`src/alarm_burst_tone_sequencer_unit_defines.svh`:
```
// ----------------------------------------------------------------------------
// Alarm burst tone sequencer - assertion macros
// Shared concurrent assertion forms, clocked on i_clk and off during reset.
// ----------------------------------------------------------------------------
`ifndef ALARM_BURST_TONE_SEQUENCER_UNIT_DEFINES_SVH
`define ALARM_BURST_TONE_SEQUENCER_UNIT_DEFINES_SVH

// Same-cycle implication.
`define ABTS_ASSERT_IMP(label, ante, cons) \
    label: assert property (@(posedge i_clk) disable iff (!i_rst_n) (ante) |-> (cons)) \
        else $error("abts: same-cycle check failed");

// Next-cycle implication.
`define ABTS_ASSERT_NXT(label, ante, cons) \
    label: assert property (@(posedge i_clk) disable iff (!i_rst_n) (ante) |=> (cons)) \
        else $error("abts: next-cycle check failed");

`endif

```
`src/abts_pkg.sv`:
```
// ----------------------------------------------------------------------------
// abts_pkg
// Types and constants shared by the alarm burst tone sequencer.
// ----------------------------------------------------------------------------
package abts_pkg;

    localparam int PULSE_W = 8;
    localparam int MS_W    = 16;
    localparam int PRIO_W  = 2;
    localparam int IDX_W   = 3;

    typedef logic [PULSE_W-1:0] t_pulses;
    typedef logic [MS_W-1:0]    t_ms;
    typedef logic [PRIO_W-1:0]  t_prio;

    // Configuration register indexes
    typedef enum logic [IDX_W-1:0] {
        CFG_PULSES_HIGH    = 3'd0,
        CFG_PULSES_MEDIUM  = 3'd1,
        CFG_PULSES_LOW     = 3'd2,
        CFG_PERIOD_HIGH    = 3'd3,
        CFG_PERIOD_MEDIUM  = 3'd4,
        CFG_PERIOD_LOW     = 3'd5,
        CFG_PULSE_ON       = 3'd6,
        CFG_PULSE_GAP      = 3'd7
    } t_cfg_idx;

    // Priority codes; the unused code behaves as low
    localparam t_prio PRIO_LOW    = 2'd0;
    localparam t_prio PRIO_MEDIUM = 2'd1;
    localparam t_prio PRIO_HIGH   = 2'd2;

    localparam t_pulses RST_PULSES_HIGH   = 8'd10;
    localparam t_pulses RST_PULSES_MEDIUM = 8'd3;
    localparam t_pulses RST_PULSES_LOW    = 8'd2;
    localparam t_ms     RST_PERIOD_HIGH   = 16'd5000;
    localparam t_ms     RST_PERIOD_MEDIUM = 16'd10000;
    localparam t_ms     RST_PERIOD_LOW    = 16'd20000;
    localparam t_ms     RST_PULSE_ON      = 16'd150;
    localparam t_ms     RST_PULSE_GAP     = 16'd100;

    typedef struct packed {
        t_pulses pulses_high;
        t_pulses pulses_medium;
        t_pulses pulses_low;
        t_ms     period_high;
        t_ms     period_medium;
        t_ms     period_low;
        t_ms     pulse_on;
        t_ms     pulse_gap;
    } t_cfg;

endpackage

```
`src/abts_if.sv`:
```
// ----------------------------------------------------------------------------
// abts interfaces
// Valid/ready channels for tick items, result items and register writes.
// ----------------------------------------------------------------------------
interface abts_in_if
    import abts_pkg::*;
();
    logic  valid;
    logic  ready;
    logic  audio_required;
    t_prio alarm_priority;
    modport source (output valid, audio_required, alarm_priority, input ready);
    modport sink   (input valid, audio_required, alarm_priority, output ready);
endinterface

interface abts_out_if
    import abts_pkg::*;
();
    logic    valid;
    logic    ready;
    logic    tone_on;
    t_pulses pulses_remaining;
    modport source (output valid, tone_on, pulses_remaining, input ready);
    modport sink   (input valid, tone_on, pulses_remaining, output ready);
endinterface

interface abts_cfg_if
    import abts_pkg::*;
();
    logic     valid;
    logic     ready;
    t_cfg_idx index;
    t_ms      data;
    modport source (output valid, index, data, input ready);
    modport sink   (input valid, index, data, output ready);
endinterface

```
`src/alarm_burst_tone_sequencer_unit.sv`:
```
// One tick item per clock: each millisecond tick is taken into an input
// register, the burst pattern state is updated in a single pass of compare
// and count logic, and the result item appears in an output register; a new
// tick is accepted every cycle as long as the result side keeps taking
// items. Register writes take effect on the next cycle; after reset the
// registers hold the default pulse counts and periods and the pattern is
// silent at low priority.
// ----------------------------------------------------------------------------
// alarm_burst_tone_sequencer_unit
// Alarm tone burst pattern generator, top level.
// ----------------------------------------------------------------------------
module alarm_burst_tone_sequencer_unit
    import abts_pkg::*;
#(
    parameter int TIME_BITS = 16
) (
    input  logic        i_clk,
    input  logic        i_rst_n,
    abts_cfg_if.sink    i_cfg,
    abts_in_if.sink     i_in,
    abts_out_if.source  o_out
);

    t_cfg cfg;

    abts_cfg_regs u_cfg_regs (
        .i_clk   (i_clk),
        .i_rst_n (i_rst_n),
        .i_cfg   (i_cfg),
        .o_cfg   (cfg)
    );

    abts_core #(
        .TIME_BITS (TIME_BITS)
    ) u_core (
        .i_clk   (i_clk),
        .i_rst_n (i_rst_n),
        .i_cfg   (cfg),
        .i_in    (i_in),
        .o_out   (o_out)
    );

endmodule

```
`src/abts_cfg_regs.sv`:
```
// ----------------------------------------------------------------------------
// abts_cfg_regs
// Configuration register file; always ready, narrow registers take low bits.
// ----------------------------------------------------------------------------
module abts_cfg_regs
    import abts_pkg::*;
(
    input  logic        i_clk,
    input  logic        i_rst_n,
    abts_cfg_if.sink    i_cfg,
    output t_cfg        o_cfg
);

    t_cfg r_cfg;
    t_cfg n_cfg;

    assign i_cfg.ready = 1'b1;
    assign o_cfg       = r_cfg;

    always_comb begin
        n_cfg = r_cfg;
        if (i_cfg.valid) begin
            case (i_cfg.index)
                CFG_PULSES_HIGH:   n_cfg.pulses_high   = i_cfg.data[PULSE_W-1:0];
                CFG_PULSES_MEDIUM: n_cfg.pulses_medium = i_cfg.data[PULSE_W-1:0];
                CFG_PULSES_LOW:    n_cfg.pulses_low    = i_cfg.data[PULSE_W-1:0];
                CFG_PERIOD_HIGH:   n_cfg.period_high   = i_cfg.data;
                CFG_PERIOD_MEDIUM: n_cfg.period_medium = i_cfg.data;
                CFG_PERIOD_LOW:    n_cfg.period_low    = i_cfg.data;
                CFG_PULSE_ON:      n_cfg.pulse_on      = i_cfg.data;
                CFG_PULSE_GAP:     n_cfg.pulse_gap     = i_cfg.data;
                default:           n_cfg = r_cfg;
            endcase
        end
    end

    always_ff @(posedge i_clk) begin
        if (!i_rst_n) begin
            r_cfg <= '{pulses_high:   RST_PULSES_HIGH,
                       pulses_medium: RST_PULSES_MEDIUM,
                       pulses_low:    RST_PULSES_LOW,
                       period_high:   RST_PERIOD_HIGH,
                       period_medium: RST_PERIOD_MEDIUM,
                       period_low:    RST_PERIOD_LOW,
                       pulse_on:      RST_PULSE_ON,
                       pulse_gap:     RST_PULSE_GAP};
        end else begin
            r_cfg <= n_cfg;
        end
    end

endmodule

```
`src/abts_core.sv`:
```
// ----------------------------------------------------------------------------
// abts_core
// Input register, pattern state update and result register.
// ----------------------------------------------------------------------------
`include "alarm_burst_tone_sequencer_unit_defines.svh"

module abts_core
    import abts_pkg::*;
#(
    parameter int TIME_BITS = 16
) (
    input  logic        i_clk,
    input  logic        i_rst_n,
    input  t_cfg        i_cfg,
    abts_in_if.sink     i_in,
    abts_out_if.source  o_out
);

    localparam int CMP_W = (TIME_BITS > MS_W) ? TIME_BITS : MS_W;
    localparam logic [TIME_BITS-1:0] TIME_MAX = {TIME_BITS{1'b1}};

    // input stage
    logic  r_in_valid;
    logic  r_in_audio;
    t_prio r_in_prio;

    // pattern state
    logic [TIME_BITS-1:0] r_elapsed, n_elapsed;
    t_pulses              r_count, n_count;
    logic                 r_tone, n_tone;
    t_prio                r_prev, n_prev;

    // result stage
    logic    r_out_valid;
    logic    r_out_tone;
    t_pulses r_out_pulses;

    logic out_free;
    logic adv;

    assign out_free   = !r_out_valid || o_out.ready;
    assign adv        = r_in_valid && out_free;
    assign i_in.ready = !r_in_valid || out_free;

    assign o_out.valid            = r_out_valid;
    assign o_out.tone_on          = r_out_tone;
    assign o_out.pulses_remaining = r_out_pulses;

    always_comb begin
        logic [TIME_BITS-1:0] e;
        t_pulses              pc;
        logic                 tl;
        t_pulses              pulses;
        t_ms                  period;
        t_ms                  slot;
        logic                 done;

        e      = r_elapsed;
        pc     = r_count;
        tl     = r_tone;
        pulses = i_cfg.pulses_low;
        period = i_cfg.period_low;
        slot   = i_cfg.pulse_gap;
        done   = 1'b0;

        if (!r_in_audio) begin
            e  = '0;
            pc = '0;
            tl = 1'b0;
        end else begin
            if (e != TIME_MAX)
                e = e + 1'b1;
            if (r_in_prio != r_prev) begin
                e  = '0;
                pc = '0;
                tl = 1'b0;
            end
            if (r_in_prio == PRIO_HIGH) begin
                pulses = i_cfg.pulses_high;
                period = i_cfg.period_high;
            end else if (r_in_prio == PRIO_MEDIUM) begin
                pulses = i_cfg.pulses_medium;
                period = i_cfg.period_medium;
            end
            // silent wait until the burst period, then load the burst
            if (pc == '0) begin
                if (CMP_W'(e) < CMP_W'(period)) begin
                    done = 1'b1;
                end else begin
                    pc = pulses;
                    e  = '0;
                    tl = 1'b0;
                    if (pc == '0)
                        done = 1'b1;
                end
            end
            if (!done) begin
                slot = tl ? i_cfg.pulse_on : i_cfg.pulse_gap;
                if (CMP_W'(e) >= CMP_W'(slot)) begin
                    e  = '0;
                    tl = !tl;
                    if (!tl && pc != '0)
                        pc = pc - 1'b1;
                end
            end
        end

        n_elapsed = e;
        n_count   = pc;
        n_tone    = tl;
        n_prev    = r_in_prio;
    end

    always_ff @(posedge i_clk) begin
        if (!i_rst_n) begin
            r_in_valid  <= 1'b0;
            r_out_valid <= 1'b0;
            r_elapsed   <= '0;
            r_count     <= '0;
            r_tone      <= 1'b0;
            r_prev      <= PRIO_LOW;
        end else begin
            if (i_in.valid && i_in.ready)
                r_in_valid <= 1'b1;
            else if (adv)
                r_in_valid <= 1'b0;
            if (out_free)
                r_out_valid <= r_in_valid;
            if (adv) begin
                r_elapsed <= n_elapsed;
                r_count   <= n_count;
                r_tone    <= n_tone;
                r_prev    <= n_prev;
            end
        end
    end

    always_ff @(posedge i_clk) begin
        if (i_in.valid && i_in.ready) begin
            r_in_audio <= i_in.audio_required;
            r_in_prio  <= i_in.alarm_priority;
        end
        if (adv) begin
            r_out_tone   <= n_tone;
            r_out_pulses <= n_count;
        end
    end

    // tone only sounds inside a burst with pulses left
    `ABTS_ASSERT_IMP(a_tone_has_pulse, r_tone, r_count != '0)
    // pattern state moves only with an item
    `ABTS_ASSERT_NXT(a_state_hold, !adv,
        $stable(r_count) && $stable(r_tone) && $stable(r_elapsed))
    // audio off silences and clears the burst
    `ABTS_ASSERT_NXT(a_audio_off, adv && !r_in_audio,
        !r_tone && r_count == '0 && r_elapsed == '0)
    // an item leaving the input stage always lands in the result stage
    `ABTS_ASSERT_NXT(a_result_follows, adv, r_out_valid)

endmodule
```
`src/flat_wrapper.sv`:
```
// flat-port wrapper written by rule: the top's interface ports become plain ports
module alarm_burst_tone_sequencer_unit_flat import abts_pkg::*;
#(
    parameter int TIME_BITS = 16
)
  (i_clk, i_rst_n, i_cfg_valid, i_cfg_index, i_cfg_data, i_cfg_ready, i_in_valid, i_in_audio_required, i_in_alarm_priority, i_in_ready, o_out_valid, o_out_tone_on, o_out_pulses_remaining, o_out_ready);
  abts_cfg_if i_cfg_i ();
  abts_in_if i_in_i ();
  abts_out_if o_out_i ();
  input  logic i_clk;
  input  logic i_rst_n;
  input wire logic [$bits(i_cfg_i.valid)-1:0] i_cfg_valid;
  input wire logic [$bits(i_cfg_i.index)-1:0] i_cfg_index;
  input wire logic [$bits(i_cfg_i.data)-1:0] i_cfg_data;
  output wire logic [$bits(i_cfg_i.ready)-1:0] i_cfg_ready;
  input wire logic [$bits(i_in_i.valid)-1:0] i_in_valid;
  input wire logic [$bits(i_in_i.audio_required)-1:0] i_in_audio_required;
  input wire logic [$bits(i_in_i.alarm_priority)-1:0] i_in_alarm_priority;
  output wire logic [$bits(i_in_i.ready)-1:0] i_in_ready;
  output wire logic [$bits(o_out_i.valid)-1:0] o_out_valid;
  output wire logic [$bits(o_out_i.tone_on)-1:0] o_out_tone_on;
  output wire logic [$bits(o_out_i.pulses_remaining)-1:0] o_out_pulses_remaining;
  input wire logic [$bits(o_out_i.ready)-1:0] o_out_ready;
  assign i_cfg_i.valid = i_cfg_valid;
  assign i_cfg_i.index = i_cfg_index;
  assign i_cfg_i.data = i_cfg_data;
  assign i_cfg_ready = i_cfg_i.ready;
  assign i_in_i.valid = i_in_valid;
  assign i_in_i.audio_required = i_in_audio_required;
  assign i_in_i.alarm_priority = i_in_alarm_priority;
  assign i_in_ready = i_in_i.ready;
  assign o_out_valid = o_out_i.valid;
  assign o_out_tone_on = o_out_i.tone_on;
  assign o_out_pulses_remaining = o_out_i.pulses_remaining;
  assign o_out_i.ready = o_out_ready;
  alarm_burst_tone_sequencer_unit #(.TIME_BITS(TIME_BITS)) u_core (.i_clk(i_clk), .i_rst_n(i_rst_n), .i_cfg(i_cfg_i), .i_in(i_in_i), .o_out(o_out_i));
endmodule
```
`config.mk`:
```
export PLATFORM = sky130hd
export DESIGN_NAME = alarm_burst_tone_sequencer_unit_flat
export DESIGN_NICKNAME = d
export VERILOG_FILES = /design/src/abts_pkg.sv /design/src/abts_if.sv /design/src/alarm_burst_tone_sequencer_unit.sv /design/src/abts_cfg_regs.sv /design/src/abts_core.sv /design/src/flat_wrapper.sv
export VERILOG_INCLUDE_DIRS = /design/src /design/src/src
export SDC_FILE = /design/constraint.sdc
export NUM_CORES = 1
export LEC_CHECK = 0
export BUFFER_PORTS_ARGS = -buffer_cell sky130_fd_sc_hd__buf_4
export CORE_MARGIN = 4
export CORE_UTILIZATION = 40
export DETAILED_ROUTE_END_ITERATION = 10
export GPL_TIMING_DRIVEN = 0
export PLACE_DENSITY = 0.53
export SLEW_MARGIN = 20
export SYNTH_ARGS = -nofsm -noshare
export SYNTH_HDL_FRONTEND = slang
export SYNTH_SLANG_ARGS = --single-unit
```
`constraint.sdc`:
```
create_clock -name i_clk -period 10.4 [get_ports i_clk]
set_input_delay 2.08 -clock i_clk [delete_from_list [all_inputs] [get_ports i_clk]]
set_output_delay 2.08 -clock i_clk [all_outputs]
set_load 0.005 [all_outputs]
```
Word level (Yosys, flattened, before mapping)
Index checks and enable logic that the tools add are counted.

word-level totals
  bits in registers = 145
  output and inout port bits = 12
  word-level logic and storage cells = 92

operators by class
  $add $sub $neg = 2
  order comparisons = 2
  equality and inequality tests = 11
  muxes and demuxes = 38
  reduce and logical (&&, ||, !) cells = 21

operators by type and width
  operator                                           count
  two-way mux 16 bit                                 13
  two-way mux 8 bit                                  12
  adder 16 x 1 -> 16 bit (second input constant)     1
  >= comparator 16 bit                               1
  logical NOT 8 bit                                  2
  less-than comparator 16 bit                        1
  != test 16 bit (second input constant)             1
  AND reduction 2 bit                                8
  two-way mux 1 bit                                  13
  == test 3 bit (second input constant)              4
  nonzero test 8 bit                                 1
  subtractor 8 x 1 -> 8 bit (second input constant)  1
  == test 3 x 2 -> 1 bit (second input constant)     2
  == test 3 x 1 -> 1 bit (second input constant)     1
  logical AND 1 bit                                  3
  logical NOT 1 bit                                  3
  logical NOT 3 bit                                  1
  == test 2 x 1 -> 1 bit (second input constant)     1
  == test 2 bit (second input constant)              1
  logical OR 1 bit                                   2
  != test 2 bit                                      1
  nonzero test 2 bit                                 1

Longest topological paths before layout
  depth after elaboration = 14
  mapped depth = 28

By module
A second synthesis with hierarchy kept.

second synthesis, totals
  cells, all modules = 906
  area total of the unflattened synthesis = 8359.3 um^2

modules (own cells, without submodules)
  module         times used  cells each  area each (um^2)
  abts_core      1           520         4354.2
  abts_cfg_regs  1           386         4005.1

Least setup slack after synthesis
Ideal clock, no wire load.

  path kind = register -> register
  start point = register u_core.u_core.r_elapsed[4]
  end point = register u_core.u_core.r_out_pulses[1] (netlist: u_core.u_core.o_out.pulses_remaining[1]) (data pin)
  setup time = 0.255 ns
  arrival = 5.232 ns
  required time = 10.145 ns
  slack = 4.913 ns
  stages on the path, launching flop included = 25
  path buffers = 2
  period minus slack after synthesis = 5.487 ns
  cell sequence = dfxtp_1 > nand4_1 > nor4_2 > nor2_1 > nand4_1 > xor2_1 > nor2_1 > ha_1 > a21oi_1 > a21boi_1 > o31ai_1 > nand3_1 > o21ai_4 > and3_1 > buf_6 > mux2i_1 > ha_1 > a21o_1 > a2111oi_0 > o21ai_1 > a41o_1 > and4_1 > clkbuf_1 > a221o_1 > and3_1

on the way
  cells in the longest elaborated chain, start to end = 14
  elaborated cells between the ends (all ways) = 27
  classes of those cells = 2 x add/sub; 2 x order compare; 1 x eq/ne; 20 x mux; 2 x reduce/logical

RTL lines
  item                                                                 line                              text
  start, declared                                                      abts_core.sv:28                   logic [TIME_BITS-1:0] r_elapsed, n_elapsed;
  start signal, assigned                                               abts_core.sv:130                  r_elapsed <= n_elapsed;
  adder 16 x 1 -> 16 bit or != test 16 bit (tied branches)             abts_core.sv:72, abts_core.sv:71
  two-way mux 16 bit *                                                 abts_core.sv:71                   if (e != TIME_MAX)
  two-way mux 16 bit *                                                 abts_core.sv:73                   if (r_in_prio != r_prev) begin
  two-way mux 16 bit *                                                 abts_core.sv:66                   if (!r_in_audio) begin
  branches (longest 8 deep; another with less-than comparator 16 bit)  -
  two-way mux 8 bit *                                                  abts_core.sv:97                   if (!done) begin
  two-way mux 8 bit *                                                  abts_core.sv:66
  named net u_core.u_core.n_count[1]                                   abts_core.sv:29                   t_pulses r_count, n_count;
  end signal, assigned                                                 abts_core.sv:145                  r_out_pulses <= n_count;
  end, declared                                                        abts_core.sv:36                   t_pulses r_out_pulses;

Mark *: on every way through the listed nets, which the timed path passes. The select of a mux whose other input is x is not followed.
A chain may end at the register's enable or synchronous reset.

Worst setup path after layout
  start point = register u_core.u_core.r_elapsed[0]
  end point = register u_core.u_core.r_out_pulses[1] (netlist: u_core.u_core.o_out.pulses_remaining[1]) (data pin)

The elaborated chain is that of the path after synthesis.

==> impl_metrics.tcl <==
set metrics [dict create \
    status "finished clean" \
    antenna-diode-count 0 \
    wl_um 21600 \
    rsz0062_at_grt "no" \
    ys_seq_elements 145 \
    syn-num-nets 984 \
    root_buffer "clkbuf_16" \
    die_h_um 144 \
    drcViolationCount 0 \
    ir_worst_vdd_mv 0.120 \
    worstPathMaxFanout 10 \
    seqCellArea_um2 3020 \
    clockBufferDepth 2 \
    worstSkewPairLatency_ps 430 \
    synth_area_per_cell_um2 8.05 \
    critPathArrivalTime_ps 6760 \
    core_area_um2 18100 \
    synthCells 923 \
    combPwrFrac 0.091 \
    nFillCells 1887 \
    dpl.hpwl_um 15900 \
    start_util 0.409 \
    pwr_density_cell_nw_per_um2 151 \
    fin_cells 1210 \
    crit_type "reg2reg" \
    track_usage 0.214 \
    ant_nets 0 \
    seq_power_share 0.454 \
    drt_iter0_drc 496 \
    grt_pass1_wl_um 34400 \
    start_kind "flop" \
    yosys_warnings 0 \
    wl_per_cell_um 17.8 \
    placedCellCount 1178 \
    leakagePower_nw 3.06 \
    grt_max_degree 17 \
    synth_ff_type "dfxtp_1" \
    grt_use_met1 0.323 \
    die_width_um 144 \
    cts_resized 0 \
    period_minus_slack_ps 6590 \
    cts-htree-levels 4 \
    finalHoldViolCount 0 \
    netlist.area_leader.share 0.358 \
    switching_share 0.262 \
    antenna_found_initial 0 \
    num_rows 49 \
    power_switching_w 0.000336 \
    worst-path-buf-inv 2 \
    post-route-period-util 0.634 \
    cpPeakStageDelay_ps 560 \
    synth_enable_flop_cells 12 \
    die_area_um2 20800 \
    cts_tree "built" \
    grt_pass1_vias 6056 \
    seq_area_frac_synth 0.407 \
    slew_headroom 0.271 \
    gp_congestion 0.828 \
    p_int_w 0.000946 \
    cts_setup_buffers 0 \
    crit_required_ps 10570 \
    grtUsageMet3 0.0427 \
    avgViaCountPerCell 5.41 \
    clock_sinks 145 \
    vias 6552 \
    critPathSlowestCell "nor4_2" \
    nets 1029 \
    setup_viol 0 \
    synth_area_leaders "dfxtp_1 (36%), nand2_1 (12%), a21oi_1 (6.7%), ha_1 (5.7%), edfxtp_1 (4.8%)" \
    cts_buffers 17 \
    fin_skew_ps 12.0 \
    critPathCaptureType "flop" \
    synth-async-reset-ratio 0 \
    fin_tns_setup_ps 0 \
    cts_hold_buf 0 \
    drv_cap 0 \
    io-pin-count 39 \
    multiInputGateArea_um2 4080 \
    crit_top_cell "ha_1" \
    fmax_mhz 152 \
    cp_top_family "compound AO/OA/AOI/OAI gates" \
    port_buffers 26 \
    grt_use_met2 0.311 \
    p_total_w 0.00128 \
    syn_area_um2 7430 \
    hold_class "reg2reg" \
    synthToLayoutAreaGrowth_pct 14.0 \
    tightest_slew_ps 1080 \
    drt_pre_antenna_iters 6 \
    clockPowerShare 0.455 \
    clkSlewWorstSetupHoldPaths_ps 60 \
    slew_viol_final 0 \
    yosys.area.top_type "dfxtp_1" \
    grt_overflow 0 \
    synth.distinct_cells 72 \
    final_layout_size_suffix_gt1_frac 0.112 \
    grt.busiest_layer "met1" \
]
routing by layer:
layer | part of all wire | vias to the layer above
met2 | 0.43 | 145
met5 | 0 | -
met3 | 0.048 | 20
met1 | 0.51 | 3080
li1 | - | 3307
met4 | 0.012 | 0
cell families after synthesis:
| kind of cell | share of synthesized area |
|---|---|
| adders and majority gates | 0.0572 |
| DFF | 0.407 |
| xor gates and xnor gates | 0.0234 |
| buffers and inverters | 0.0441 |
| AOI/OAI and AO/OA | 0.183 |
| other | 0.000505 |
| muxes | 0.0231 |
| and+or+nand+nor | 0.261 |
worst reg2reg max path: cells and delay by family, from the launching register on:
family	cells	cell delay (ps)
DFF	1	480
adders and majority gates	3	890
xor gates and xnor gates	1	210
muxes	1	250
buffers and inverters	2	320
and+or+nand+nor	9	2000
AOI/OAI and AO/OA	9	2210
sequential cells by signal (all words and copies together) (netlist names):
register	count
u_core.u_core.r_in_audio	1
u_core.u_core.r_in_valid	1
u_core.u_core.r_prev	2
u_core.u_core.r_elapsed	16
u_core.u_core.o_out.pulses_remaining	8
u_core.u_core.r_count	8
u_core.u_core.r_tone	1
u_core.u_core.n_prev	2
u_core.u_core.o_out.valid	1
u_core.u_cfg_regs.o_cfg	104
u_core.u_core.o_out.tone_on	1
path summary, 6_finish.rpt:
path                                                                from                                                end  slack [ps]  cells after the start
worst max-delay path             u_core.u_core.r_elapsed[0]$_SDFFE_PN0P_  u_core.u_core.o_out.pulses_remaining[1]$_DFFE_PP_        3810                     25
worst min-delay path            u_core.u_cfg_regs.o_cfg[47]$_SDFFE_PN0P_           u_core.u_cfg_regs.o_cfg[47]$_SDFFE_PN0P_         450                      2
worst max register to register   u_core.u_core.r_elapsed[0]$_SDFFE_PN0P_  u_core.u_core.o_out.pulses_remaining[1]$_DFFE_PP_        3810                     25
worst min register to register  u_core.u_cfg_regs.o_cfg[47]$_SDFFE_PN0P_           u_core.u_cfg_regs.o_cfg[47]$_SDFFE_PN0P_         450                      2
through the flow:
stage          utilization  hold WS (ps)  area [µm²]  worst slack [ps]
2_1_floorplan            -           432        7430              4910
3_3_place_gp         0.436           439        7910              3900
3_5_place_dp         0.436           445        7910              3850
4_1_cts              0.467           454        8470              3830
5_1_grt              0.467           467        8470              3270
6_report             0.467           452        8470              3810
power groups by stage:
stage	Sequential [W]	Clock (W)	Combinational, W
floorplan	0.000593	0	0.0000724
global placement	0.000594	0	0.000116
detailed placement	0.000594	0	0.000116
CTS	0.000582	0.000595	0.000117
global route	0.000583	0.000615	0.000130
finish	0.000582	0.000583	0.000117
Yosys cell counts, types with 5 or more instances:
cell type / n
a21oi_1: 100
a22oi_1: 6
a22oi_2: 10
and2_1: 6
and3_1: 6
buf_2: 7
clkbuf_1: 34
clkbuf_2: 8
dfxtp_1: 133
edfxtp_1: 12
ha_1: 34
inv_1: 9
mux2i_1: 16
nand2_1: 237
nand2b_1: 7
nand3_1: 39
nand4_1: 15
nor2_1: 60
nor2_2: 10
nor2b_1: 6
nor3_1: 23
o21ai_0: 26
o221ai_1: 5
o22a_1: 15
or3b_1: 7
xnor2_1: 9
xor2_1: 9
cell type report:
class | instances | share of cell area
Buffer | 60 | 0.0347
Clock buffer | 23 | 0.0576
Clock inverter | 9 | 0.00842
Inverter | 9 | 0.00399
Multi-Input combinational cell | 709 | 0.482
Sequential cell | 145 | 0.357
Tap cell | 229 | 0.0338
Timing Repair Buffer | 26 | 0.0230
placed cells by master (no fill, tap or decap), types with 6 or more instances in the layout:
cell type | synthesis | routed
nor3_1 | 23 | 23
nor2b_1 | 6 | 6
clkbuf_1 | 34 | 36
nor2_1 | 60 | 60
edfxtp_1 | 12 | 12
buf_4 | 3 | 29
and2_1 | 6 | 6
inv_1 | 9 | 9
mux2i_1 | 16 | 16
xnor2_1 | 9 | 9
clkbuf_2 | 8 | 8
and3_1 | 6 | 6
dfxtp_1 | 133 | 133
nand2_1 | 237 | 237
o22a_1 | 15 | 15
ha_1 | 34 | 34
clkbuf_16 | 0 | 17
nand4_1 | 15 | 15
a22oi_2 | 10 | 10
a22oi_1 | 6 | 6
or3b_1 | 7 | 7
a21oi_1 | 100 | 100
buf_2 | 7 | 7
nor2_2 | 10 | 10
o21ai_0 | 26 | 26
nand2b_1 | 7 | 7
nand3_1 | 39 | 39
xor2_1 | 9 | 9
No activity file was read; power rests on OpenSTA's default activity.
